**src/rtl/core/ght_pkg.sv**
```systemverilog
// Package of the generational handle table: command and status codes,
// the beat types of both channels and the table entry layout.
// Depends on nothing; ght_stats and the top level use it.
package ght_pkg;

  localparam int GEN_W = 16;
  localparam int IDX_FIELD_W = 16;

  localparam logic [2:0] CMD_CREATE     = 3'd0;
  localparam logic [2:0] CMD_RELEASE    = 3'd1;
  localparam logic [2:0] CMD_READ       = 3'd2;
  localparam logic [2:0] CMD_BUMP       = 3'd3;
  localparam logic [2:0] CMD_INVALIDATE = 3'd4;
  localparam logic [2:0] CMD_CLEAR      = 3'd5;

  localparam logic [1:0] ST_OK   = 2'd0;
  localparam logic [1:0] ST_FULL = 2'd1;
  localparam logic [1:0] ST_BAD  = 2'd2;

  typedef struct packed {
    logic [2:0]         command;
    logic [31:0]        handle;
    logic signed [31:0] init_value;
  } in_beat_t;

  typedef struct packed {
    logic [1:0]         status;
    logic [31:0]        new_handle;
    logic signed [31:0] slot_value_out;
    logic [4:0]         live_count;
    logic [31:0]        created_total;
    logic [31:0]        released_total;
    logic [31:0]        stale_total;
  } out_beat_t;

  // One table entry's bookkeeping word.
  typedef struct packed {
    logic             used;
    logic [GEN_W-1:0] gen;
  } meta_t;

  // Events that the controller hands to the statistics block.
  typedef struct packed {
    logic create;
    logic release_cmd;
    logic stale;
    logic live_dec;
    logic live_zero;
    logic counters_zero;
  } stat_evt_t;

  typedef struct packed {
    logic [31:0] created;
    logic [31:0] released;
    logic [31:0] stale;
  } counts_t;

endpackage

```
**src/rtl/core/ght_ram.sv**
```systemverilog
// Single-port-write, single-port-read synchronous RAM with a registered
// read. Depends on nothing.
module ght_ram #(
  parameter int WIDTH = 32,
  parameter int DEPTH = 16,
  parameter int AW    = $clog2(DEPTH)
) (
  input  logic             clk,
  input  logic             wr_en,
  input  logic [AW-1:0]    wr_addr,
  input  logic [WIDTH-1:0] wr_data,
  input  logic [AW-1:0]    rd_addr,
  output logic [WIDTH-1:0] rd_data
);

  logic [WIDTH-1:0] mem [DEPTH];

  // A read of the address being written returns the old word.
  always_ff @(posedge clk) begin
    rd_data <= mem[rd_addr];
    if (wr_en) begin
      mem[wr_addr] <= wr_data;
    end
  end

endmodule

```
**src/rtl/core/ght_stats.sv**
```systemverilog
// Live entry count and the create, release and stale counters of the
// handle table. Depends on ght_pkg.
module ght_stats #(
  parameter int SLOTS = 16
) (
  input  logic                         clk,
  input  logic                         rst_n,
  input  ght_pkg::stat_evt_t           evt,
  output logic [$clog2(SLOTS+1)-1:0]   live_nxt,
  output ght_pkg::counts_t             counts_nxt
);

  localparam int LW = $clog2(SLOTS + 1);

  logic [LW-1:0]    live_r;
  ght_pkg::counts_t counts_r;

  always_comb begin
    live_nxt   = live_r;
    counts_nxt = counts_r;
    if (evt.live_zero) begin
      live_nxt = '0;
    end else if (evt.create) begin
      live_nxt = live_r + LW'(1);
    end else if (evt.live_dec) begin
      live_nxt = live_r - LW'(1);
    end
    if (evt.counters_zero) begin
      counts_nxt = '0;
    end else begin
      if (evt.create) begin
        counts_nxt.created = counts_r.created + 32'd1;
      end
      if (evt.release_cmd) begin
        counts_nxt.released = counts_r.released + 32'd1;
      end
      if (evt.stale) begin
        counts_nxt.stale = counts_r.stale + 32'd1;
      end
    end
  end

  always_ff @(posedge clk) begin
    if (!rst_n) begin
      live_r   <= '0;
      counts_r <= '0;
    end else begin
      live_r   <= live_nxt;
      counts_r <= counts_nxt;
    end
  end

  // The live count can never exceed the number of entries.
  assert property (@(posedge clk) disable iff (!rst_n) live_r <= LW'(SLOTS))
    else $error("live count above table size");

  // A clear leaves all counters at zero in the following cycle.
  assert property (@(posedge clk) disable iff (!rst_n)
      evt.counters_zero |=> (counts_r == '0 && live_r == '0))
    else $error("counters not zeroed by clear");

endmodule

```
**src/rtl/core/generational_handle_table_top.sv**
```systemverilog
// Top level of the generational handle table: command sequencer, the
// entry bookkeeping RAM, the value RAM and the statistics block.
// Depends on ght_pkg, ght_ram and ght_stats.
//
// Usage: one command beat enters on in_valid/in_ready and every command
// gives exactly one result beat on out_valid/out_ready. Commands are
// handled one at a time. A beat is looked up in the entry RAMs in the
// cycle after acceptance and its result is registered at the end of that
// cycle once the output register is free. A successful create then scans
// the bookkeeping RAM for the next free entry, one entry per cycle, from
// the entry after the new one up to the next free one, or to the last
// entry when none is free; there is no scan when the new entry is the
// last one. Invalidate-all and clear walk the whole bookkeeping RAM after
// their result is issued. The single RAM read port is why scans and walks
// go one entry at a time. After reset the block clears the bookkeeping
// RAM in a walk with in_ready low. If the receiver stalls, one finished
// result waits in the output register and the block may accept one
// further beat, which then holds in its lookup cycle until the output
// drains. A read and a write of the RAMs may share a cycle, but no read
// whose word is used falls on an entry written in that same cycle.
module generational_handle_table_top #(
  parameter int SLOTS = 16
) (
  input  logic              clk,
  input  logic              rst_n,
  input  logic              in_valid,
  output logic              in_ready,
  input  ght_pkg::in_beat_t in_data,
  output logic              out_valid,
  input  logic              out_ready,
  output ght_pkg::out_beat_t out_data
);

  localparam int IW = $clog2(SLOTS);
  localparam int PW = IW + 1;
  localparam int LW = $clog2(SLOTS + 1);
  localparam int MW = $bits(ght_pkg::meta_t);

  // Sequencer states.
  localparam logic [1:0] S_WALK = 2'd0;
  localparam logic [1:0] S_IDLE = 2'd1;
  localparam logic [1:0] S_LOOK = 2'd2;
  localparam logic [1:0] S_SCAN = 2'd3;

  // What a walk over the bookkeeping RAM does to each entry.
  localparam logic [1:0] WALK_INIT = 2'd0;
  localparam logic [1:0] WALK_INV  = 2'd1;
  localparam logic [1:0] WALK_CLR  = 2'd2;

  logic [1:0]        state_r, state_nxt;
  logic [1:0]        walk_mode_r, walk_mode_nxt;
  logic [PW-1:0]     scan_ptr_r, scan_ptr_nxt;
  logic [IW-1:0]     chk_ptr_r, chk_ptr_nxt;
  logic              chk_valid_r, chk_valid_nxt;
  logic [PW-1:0]     free_ptr_r, free_ptr_nxt;
  logic [IW-1:0]     idx_r, idx_nxt;
  logic [2:0]        cmd_r, cmd_nxt;
  logic [15:0]       hgen_r, hgen_nxt;
  logic              hbad_r, hbad_nxt;
  logic signed [31:0] init_r, init_nxt;
  logic              out_valid_r, out_valid_nxt;
  ght_pkg::out_beat_t out_data_r, out_data_nxt;

  logic [31:0]       in_packed;
  logic [IW-1:0]     rd_addr;
  logic              meta_we;
  logic [IW-1:0]     meta_wa;
  ght_pkg::meta_t    meta_wd;
  logic [MW-1:0]     meta_rd_raw;
  ght_pkg::meta_t    meta_rd;
  logic              data_we;
  logic [31:0]       data_wd;
  logic [31:0]       data_rd;
  logic              look_hit;
  logic              out_free;
  logic              chk_last;
  logic [PW-1:0]     idx_plus1;
  logic [31:0]       value_res;
  ght_pkg::stat_evt_t evt;
  logic [LW-1:0]     live_nxt;
  ght_pkg::counts_t  counts_nxt;
  logic [1:0]        res_status;
  logic [31:0]       res_handle;
  logic [31:0]       res_value;

  assign in_ready  = (state_r == S_IDLE);
  assign out_valid = out_valid_r;
  assign out_data  = out_data_r;

  assign in_packed = in_data.handle - 32'd1;
  assign meta_rd   = ght_pkg::meta_t'(meta_rd_raw);
  assign out_free  = !out_valid_r || out_ready;
  assign chk_last  = (chk_ptr_r == IW'(SLOTS - 1));
  assign idx_plus1 = PW'(idx_r) + PW'(1);
  assign value_res = data_rd + ((cmd_r == ght_pkg::CMD_BUMP) ? 32'd1 : 32'd0);

  // A handle resolves when it was in range at decode time, its entry is
  // in use and the generations agree.
  assign look_hit = !hbad_r && meta_rd.used && (meta_rd.gen == hgen_r);

  // The RAMs are read at the address of the stage that owns them.
  always_comb begin
    case (state_r)
      S_IDLE: begin
        if (in_data.command == ght_pkg::CMD_CREATE) begin
          rd_addr = free_ptr_r[IW-1:0];
        end else begin
          rd_addr = in_packed[IW-1:0];
        end
      end
      S_LOOK:  rd_addr = idx_r;
      default: rd_addr = scan_ptr_r[IW-1:0];
    endcase
  end

  always_comb begin
    state_nxt     = state_r;
    walk_mode_nxt = walk_mode_r;
    scan_ptr_nxt  = scan_ptr_r;
    chk_ptr_nxt   = chk_ptr_r;
    chk_valid_nxt = chk_valid_r;
    free_ptr_nxt  = free_ptr_r;
    idx_nxt       = idx_r;
    cmd_nxt       = cmd_r;
    hgen_nxt      = hgen_r;
    hbad_nxt      = hbad_r;
    init_nxt      = init_r;
    out_valid_nxt = out_ready ? 1'b0 : out_valid_r;
    out_data_nxt  = out_data_r;
    meta_we       = 1'b0;
    meta_wa       = idx_r;
    meta_wd       = '0;
    data_we       = 1'b0;
    data_wd       = init_r;
    evt           = '0;
    res_status    = ght_pkg::ST_OK;
    res_handle    = '0;
    res_value     = '0;

    case (state_r)
      S_IDLE: begin
        if (in_valid) begin
          cmd_nxt   = in_data.command;
          hgen_nxt  = in_packed[31:16];
          hbad_nxt  = (in_data.handle == 32'd0) ||
                      (in_packed[ght_pkg::IDX_FIELD_W-1:0] >= 16'(SLOTS));
          init_nxt  = in_data.init_value;
          idx_nxt   = rd_addr;
          state_nxt = S_LOOK;
        end
      end

      S_LOOK: begin
        if (out_free) begin
          state_nxt = S_IDLE;
          case (cmd_r)
            ght_pkg::CMD_CREATE: begin
              if (free_ptr_r == PW'(SLOTS)) begin
                res_status = ght_pkg::ST_FULL;
              end else begin
                meta_we    = 1'b1;
                meta_wd    = '{used: 1'b1, gen: meta_rd.gen};
                data_we    = 1'b1;
                data_wd    = init_r;
                evt.create = 1'b1;
                res_handle = {meta_rd.gen, 16'(idx_r)} + 32'd1;
                if (idx_plus1 == PW'(SLOTS)) begin
                  free_ptr_nxt = PW'(SLOTS);
                end else begin
                  scan_ptr_nxt  = idx_plus1;
                  chk_valid_nxt = 1'b0;
                  state_nxt     = S_SCAN;
                end
              end
            end
            ght_pkg::CMD_RELEASE: begin
              evt.release_cmd = 1'b1;
              if (look_hit) begin
                meta_we      = 1'b1;
                meta_wd      = '{used: 1'b0, gen: meta_rd.gen};
                evt.live_dec = 1'b1;
                if (PW'(idx_r) < free_ptr_r) begin
                  free_ptr_nxt = PW'(idx_r);
                end
              end else begin
                res_status = ght_pkg::ST_BAD;
              end
            end
            ght_pkg::CMD_READ, ght_pkg::CMD_BUMP: begin
              if (look_hit) begin
                res_value = value_res;
                if (cmd_r == ght_pkg::CMD_BUMP) begin
                  data_we = 1'b1;
                  data_wd = value_res;
                end
              end else begin
                evt.stale  = 1'b1;
                res_status = ght_pkg::ST_BAD;
              end
            end
            ght_pkg::CMD_INVALIDATE, ght_pkg::CMD_CLEAR: begin
              evt.live_zero     = 1'b1;
              evt.counters_zero = (cmd_r == ght_pkg::CMD_CLEAR);
              walk_mode_nxt     = (cmd_r == ght_pkg::CMD_CLEAR) ? WALK_CLR : WALK_INV;
              scan_ptr_nxt      = '0;
              chk_valid_nxt     = 1'b0;
              free_ptr_nxt      = '0;
              state_nxt         = S_WALK;
            end
            default: begin
            end
          endcase
          out_valid_nxt = 1'b1;
          out_data_nxt  = '{status:         res_status,
                            new_handle:     res_handle,
                            slot_value_out: res_value,
                            live_count:     5'(live_nxt),
                            created_total:  counts_nxt.created,
                            released_total: counts_nxt.released,
                            stale_total:    counts_nxt.stale};
        end
      end

      S_SCAN: begin
        // Read one entry ahead and test the one read in the cycle before.
        scan_ptr_nxt  = scan_ptr_r + PW'(1);
        chk_ptr_nxt   = scan_ptr_r[IW-1:0];
        chk_valid_nxt = 1'b1;
        if (chk_valid_r && !meta_rd.used) begin
          free_ptr_nxt = PW'(chk_ptr_r);
          state_nxt    = S_IDLE;
        end else if (chk_valid_r && chk_last) begin
          free_ptr_nxt = PW'(SLOTS);
          state_nxt    = S_IDLE;
        end
      end

      default: begin
        // Walk: read ahead, rewrite the entry read in the cycle before.
        scan_ptr_nxt  = scan_ptr_r + PW'(1);
        chk_ptr_nxt   = scan_ptr_r[IW-1:0];
        chk_valid_nxt = 1'b1;
        meta_wa       = chk_ptr_r;
        if (chk_valid_r) begin
          case (walk_mode_r)
            WALK_INV: begin
              meta_we = meta_rd.used;
              meta_wd = '{used: 1'b0, gen: meta_rd.gen + 16'd1};
            end
            WALK_CLR: begin
              meta_we = 1'b1;
              meta_wd = '{used: 1'b0, gen: meta_rd.gen};
            end
            default: begin
              meta_we = 1'b1;
              meta_wd = '0;
            end
          endcase
          if (chk_last) begin
            state_nxt = S_IDLE;
          end
        end
      end
    endcase
  end

  always_ff @(posedge clk) begin
    if (!rst_n) begin
      state_r     <= S_WALK;
      walk_mode_r <= WALK_INIT;
      scan_ptr_r  <= '0;
      chk_valid_r <= 1'b0;
      free_ptr_r  <= '0;
      out_valid_r <= 1'b0;
    end else begin
      state_r     <= state_nxt;
      walk_mode_r <= walk_mode_nxt;
      scan_ptr_r  <= scan_ptr_nxt;
      chk_valid_r <= chk_valid_nxt;
      free_ptr_r  <= free_ptr_nxt;
      out_valid_r <= out_valid_nxt;
    end
  end

  always_ff @(posedge clk) begin
    chk_ptr_r  <= chk_ptr_nxt;
    idx_r      <= idx_nxt;
    cmd_r      <= cmd_nxt;
    hgen_r     <= hgen_nxt;
    hbad_r     <= hbad_nxt;
    init_r     <= init_nxt;
    out_data_r <= out_data_nxt;
  end

  ght_ram #(
    .WIDTH (MW),
    .DEPTH (SLOTS),
    .AW    (IW)
  ) u_meta_ram (
    .clk     (clk),
    .wr_en   (meta_we),
    .wr_addr (meta_wa),
    .wr_data (meta_wd),
    .rd_addr (rd_addr),
    .rd_data (meta_rd_raw)
  );

  ght_ram #(
    .WIDTH (32),
    .DEPTH (SLOTS),
    .AW    (IW)
  ) u_data_ram (
    .clk     (clk),
    .wr_en   (data_we),
    .wr_addr (idx_r),
    .wr_data (data_wd),
    .rd_addr (rd_addr),
    .rd_data (data_rd)
  );

  ght_stats #(
    .SLOTS (SLOTS)
  ) u_stats (
    .clk        (clk),
    .rst_n      (rst_n),
    .evt        (evt),
    .live_nxt   (live_nxt),
    .counts_nxt (counts_nxt)
  );

  // The clearing walk keeps the input closed right after reset.
  assert property (@(posedge clk) !rst_n |=> !in_ready)
    else $error("input open during clearing walk");

  // Every accepted beat goes straight to its lookup cycle.
  assert property (@(posedge clk) disable iff (!rst_n)
      (in_valid && in_ready) |=> (state_r == S_LOOK))
    else $error("accepted beat skipped lookup");

  // A new result only ever comes out of a lookup cycle.
  assert property (@(posedge clk) disable iff (!rst_n)
      $rose(out_valid) |-> ($past(state_r) == S_LOOK))
    else $error("result raised outside lookup");

  // The free pointer names an entry or the full mark, nothing beyond.
  assert property (@(posedge clk) disable iff (!rst_n) free_ptr_r <= PW'(SLOTS))
    else $error("free pointer out of range");

endmodule
```
**config.mk**
```make
export PLATFORM = sky130hd
export DESIGN_NAME = generational_handle_table_top
export DESIGN_NICKNAME = d
export VERILOG_FILES = /design/src/rtl/core/ght_pkg.sv /design/src/rtl/core/ght_ram.sv /design/src/rtl/core/ght_stats.sv /design/src/rtl/core/generational_handle_table_top.sv
export SDC_FILE = /design/constraint.sdc
export NUM_CORES = 2
export LEC_CHECK = 0
export BUFFER_PORTS_ARGS = -buffer_cell sky130_fd_sc_hd__buf_2
export CORE_ASPECT_RATIO = 1.4
export CORE_UTILIZATION = 25
export DETAILED_ROUTE_END_ITERATION = 8
export MAX_ROUTING_LAYER = met4
export PLACE_DENSITY = 0.47
export REMOVE_ABC_BUFFERS = 1
export SYNTH_ARGS = -nofsm -noshare
export SYNTH_HDL_FRONTEND = slang
export SYNTH_SLANG_ARGS = --single-unit
```
**constraint.sdc**
```tcl
create_clock -name clk -period 11.7 [get_ports clk]
set_input_delay 2.34 -clock clk [delete_from_list [all_inputs] [get_ports clk]]
set_output_delay 2.34 -clock clk [all_outputs]
set_load 0.02 [all_outputs]
```
==> impl_metrics.yaml <==
sta:
  fin_ws_ps: 4760
  min_period_over_period_pct: 59.3
  setup_viol: 0
  max_freq_ghz: 0.144
  post-route-min-period_ps: 6940
  max_slew_margin_pct: 13.1
  rsz0062_at_grt: "false"
  fin_skew_ps: 43.5
  hold_viol_final: 0
  slew_violations: 0
  tightest_slew_ps: 1300
  fin_tns_setup_ps: 0
  whs_ps: 486
power_and_ir_drop:
  p_comb_share_pct: 14.3
  power.density_nw_per_um2: 180
  p_sw_share_pct: 28.0
  power.leakage_uw: 0.0188
  p_int_uw: 7250
  p_seq_share_pct: 47.9
  peakVddDrop_uv: 141
  clkPwrFrac_pct: 37.8
  switchingPower_uw: 2820
clock_tree:
  cts.sinks: 1165
  htreeDepth: 3
  postCtsSetupRepairBufs: 0
  postCtsHoldBufs: 0
  cts_tree: "done"
  cts_buffers: 111
  cts_resized: 0
  worstSkewPairLatency_ps: 760
  cts_buffer_depth: 3
  root_buffer: "clkbuf_16"
  clk_pin_slew_ps: 70
job:
  cap_violations: 0
critical_path:
  r2r_start: "state_r[0]$_SDFFE_PN0P_"
  crit_path_start_kind: "input pin"
  end_kind: "flip-flop"
  cp-startpoint: "in_data[65]"
  crit_slowest_cell: "and2_4"
  path_cells: "buf_2 -> nor4_1 -> a211o_4 -> and2_4 -> clkinv_8 -> buf_12 -> buf_4 -> a211oi_1 -> a311oi_1 -> or4_1"
  cp_data_arrival_time_ps: 7540
  crit_end: "u_data_ram.rd_data[7]$_DFF_P_"
  r2r_cells: 12
  critPathKind: "in2reg"
  regToRegEndpoint: "u_data_ram.rd_data[7]$_DFF_P_"
  required_ps: 12300
  rrSetupSlack_ps: 5460
  crit_fanout: 164
  worst_path_largest_cell_delay_ps: 730
detailed_routing:
  drt_iter0_drc: 2167
  antenna_left: 0
  route.detailed.drc: 0
  avgRoutedWirePerCell_um: 22.1
  viasPerCell: 4.79
  route.vias.total: 30700
  drt-total-wl_mm: 141
  firstDrtPassIters: 5
synthesis:
  synth_top_family_by_area: "simple AND/OR/NAND/NOR gates"
  synthSimpleGateAreaFrac_pct: 13.4
  synth_adder_area_share_pct: 0.622
  syn_area_per_cell_um2: 13.3
  synth-xor-area-share_pct: 2.88
  ys_seq_area_share_pct: 69.0
  ys_seq_elements: 1165
  yosys_warnings: 0
  synth_compound_area_share_pct: 10.1
  ys.flop_type: "edfxtp_1"
  synthMuxAreaShare_pct: 0.664
  async_flop_share_pct: 0
  synth_edf_count: 1000
  netlist_area_um2: 48300
  syn_inst: 3629
  synth_cell_types: 79
global_routing:
  grt_pass1_wl_mm: 206
  antenna_found_initial: 7
  grtUsageTotal_pct: 14.5
  grt_max_degree: 207
  grt_pass1_vias: 30100
  overflow: 0
place:
  dpl.hpwl_mm: 78.3
  post-place-ws_ps: 4490
  port_buffers: 228
  placed_area_um2: 52100
  place_congestion: 0.776
floorplan:
  floorplan.die_area_um2: 195000
  pin_count: 240
  initial_utilization_pct: 25.2
  core_um2: 192000
  die_w_um: 373
  dieHeight_um: 522
  num_rows: 190
finish:
  final_common_cell: "edfxtp_1"
  fin_area_um2: 56000
  num-fill-cells: 19400
  final_cell_mix: "1000 x edfxtp_1, 531 x nand2_1, 241 x nor2_1"
  layout-drive-gt1-share_pct: 15.4
  fin_util_pct: 29.2
  area_delta_synth_final_pct: 15.9
  final_net_count: 3902
min_path:
  holdCritPathClass: "reg2reg"
run_status:
  status: "finished, final reports clean"
-- state kept, by name, summed over array words and instances, names as in the netlist --
register / count
init_r: 32
u_meta_ram.rd_data: 17
cmd_r: 3
hbad_r: 1
out_data: 156
walk_mode_r: 2
chk_valid_r: 1
scan_ptr_r: 4
state_r: 2
out_valid: 1
u_data_ram.rd_data: 32
u_meta_ram.mem: 272
chk_ptr_r: 4
u_stats.live_r: 5
hgen_r: 16
u_data_ram.mem: 512
idx_r: 4
u_stats.counts_r: 96
free_ptr_r: 5
-- per-stage QoR --
step,std cells,total power (uW)
2_1_floorplan,3380,5740
3_3_place_gp,6190,6360
3_5_place_dp,6190,6370
4_1_cts,6399,10200
5_1_grt,6406,10400
6_report,6407,10100
-- cell families (layout without fill, tap and decap cells) --
| group | Yosys count | in the layout |
|---|---|---|
| mux | 32 | 32 |
| compound gates | 598 | 598 |
| flops | 1165 | 1165 |
| fa+ha+maj | 24 | 24 |
| xor+xnor | 159 | 159 |
| buf+inv | 311 | 575 |
| simple gates | 1339 | 1339 |
| other cells | 1 | 19 |
-- cell type report --
cell class / count / area, um2 / share of cell area [%]
repair buffers: 314 / 1810 / 3.24
diodes: 8 / 20.0 / 0.0358
clock inverters: 51 / 738 / 1.32
flip-flops and latches: 1165 / 33300 / 59.6
well taps: 2496 / 3120 / 5.58
clock buffers: 158 / 3120 / 5.57
multi-input cells: 2163 / 13600 / 24.3
inverters: 52 / 228 / 0.407
-- layer usage --
metal	share of wire, %	global-route usage [%]
met5	0	-
met4	2.4	4.30
met3	4.4	1.99
met2	48	23.8
met1	45	18.7
-- synthesized netlist by cell type (7+ instances only) --
cell type	instances	area share [%]
a21oi_1	50	0.52
a22oi_1	19	0.30
and2_1	24	0.31
xnor2_1	80	1.5
and4_1	14	0.25
nand4_1	40	0.52
o21ai_0	39	0.40
mux2i_1	32	0.66
o211ai_1	8	0.12
nand3_1	60	0.62
a311oi_1	192	3.5
nand2_1	534	4.2
or4_1	60	0.93
a2111oi_0	11	0.20
nor3_1	44	0.46
and3_1	236	3.1
buf_4	26	0.40
inv_1	47	0.37
dfxtp_1	165	6.8
xor2_1	79	1.4
a211oi_1	162	2.5
buf_2	77	0.80
o2bb2ai_1	14	0.25
buf_6	25	0.58
nor2_1	243	1.9
nor4_1	23	0.30
clkbuf_1	118	0.92
ha_1	24	0.62
or2_2	14	0.18
edfxtp_1	1000	62
a211oi_2	48	1.2
nand2b_1	17	0.22
or3_1	7	0.091
-- worst max-delay path: cells and delay by family --
family / cells / cell delay (ps)
buffers and inverters: 4 / 2000
AND/OR/NAND/NOR: 3 / 1710
AO/OA/AOI/OAI: 3 / 810
-- worst min-delay path by stage --
stage | startpoint | to | slack (ps) | depth (start not counted)
2_1_floorplan | u_stats.counts_r[63]$_SDFF_PN0_ | u_stats.counts_r[63]$_SDFF_PN0_ | 450 | 2
3_3_place_gp | u_stats.counts_r[63]$_SDFF_PN0_ | u_stats.counts_r[63]$_SDFF_PN0_ | 460 | 2
3_5_place_dp | walk_mode_r[1]$_SDFFE_PN0P_ | walk_mode_r[1]$_SDFFE_PN0P_ | 470 | 2
4_1_cts | u_stats.counts_r[63]$_SDFF_PN0_ | u_stats.counts_r[63]$_SDFF_PN0_ | 490 | 2
5_1_grt | u_stats.counts_r[63]$_SDFF_PN0_ | u_stats.counts_r[63]$_SDFF_PN0_ | 500 | 2
6_report | walk_mode_r[1]$_SDFFE_PN0P_ | walk_mode_r[1]$_SDFFE_PN0P_ | 490 | 2
-- power by group through the flow --
stage | combinational, uW | clock [uW] | sequential (uW)
floorplan | 910 | 0 | 4830
global placement | 1450 | 0 | 4920
detailed placement | 1450 | 0 | 4910
CTS | 1460 | 3900 | 4830
global route | 1560 | 4040 | 4840
finish | 1440 | 3810 | 4820
No activity file was read; power rests on OpenSTA's default activity.
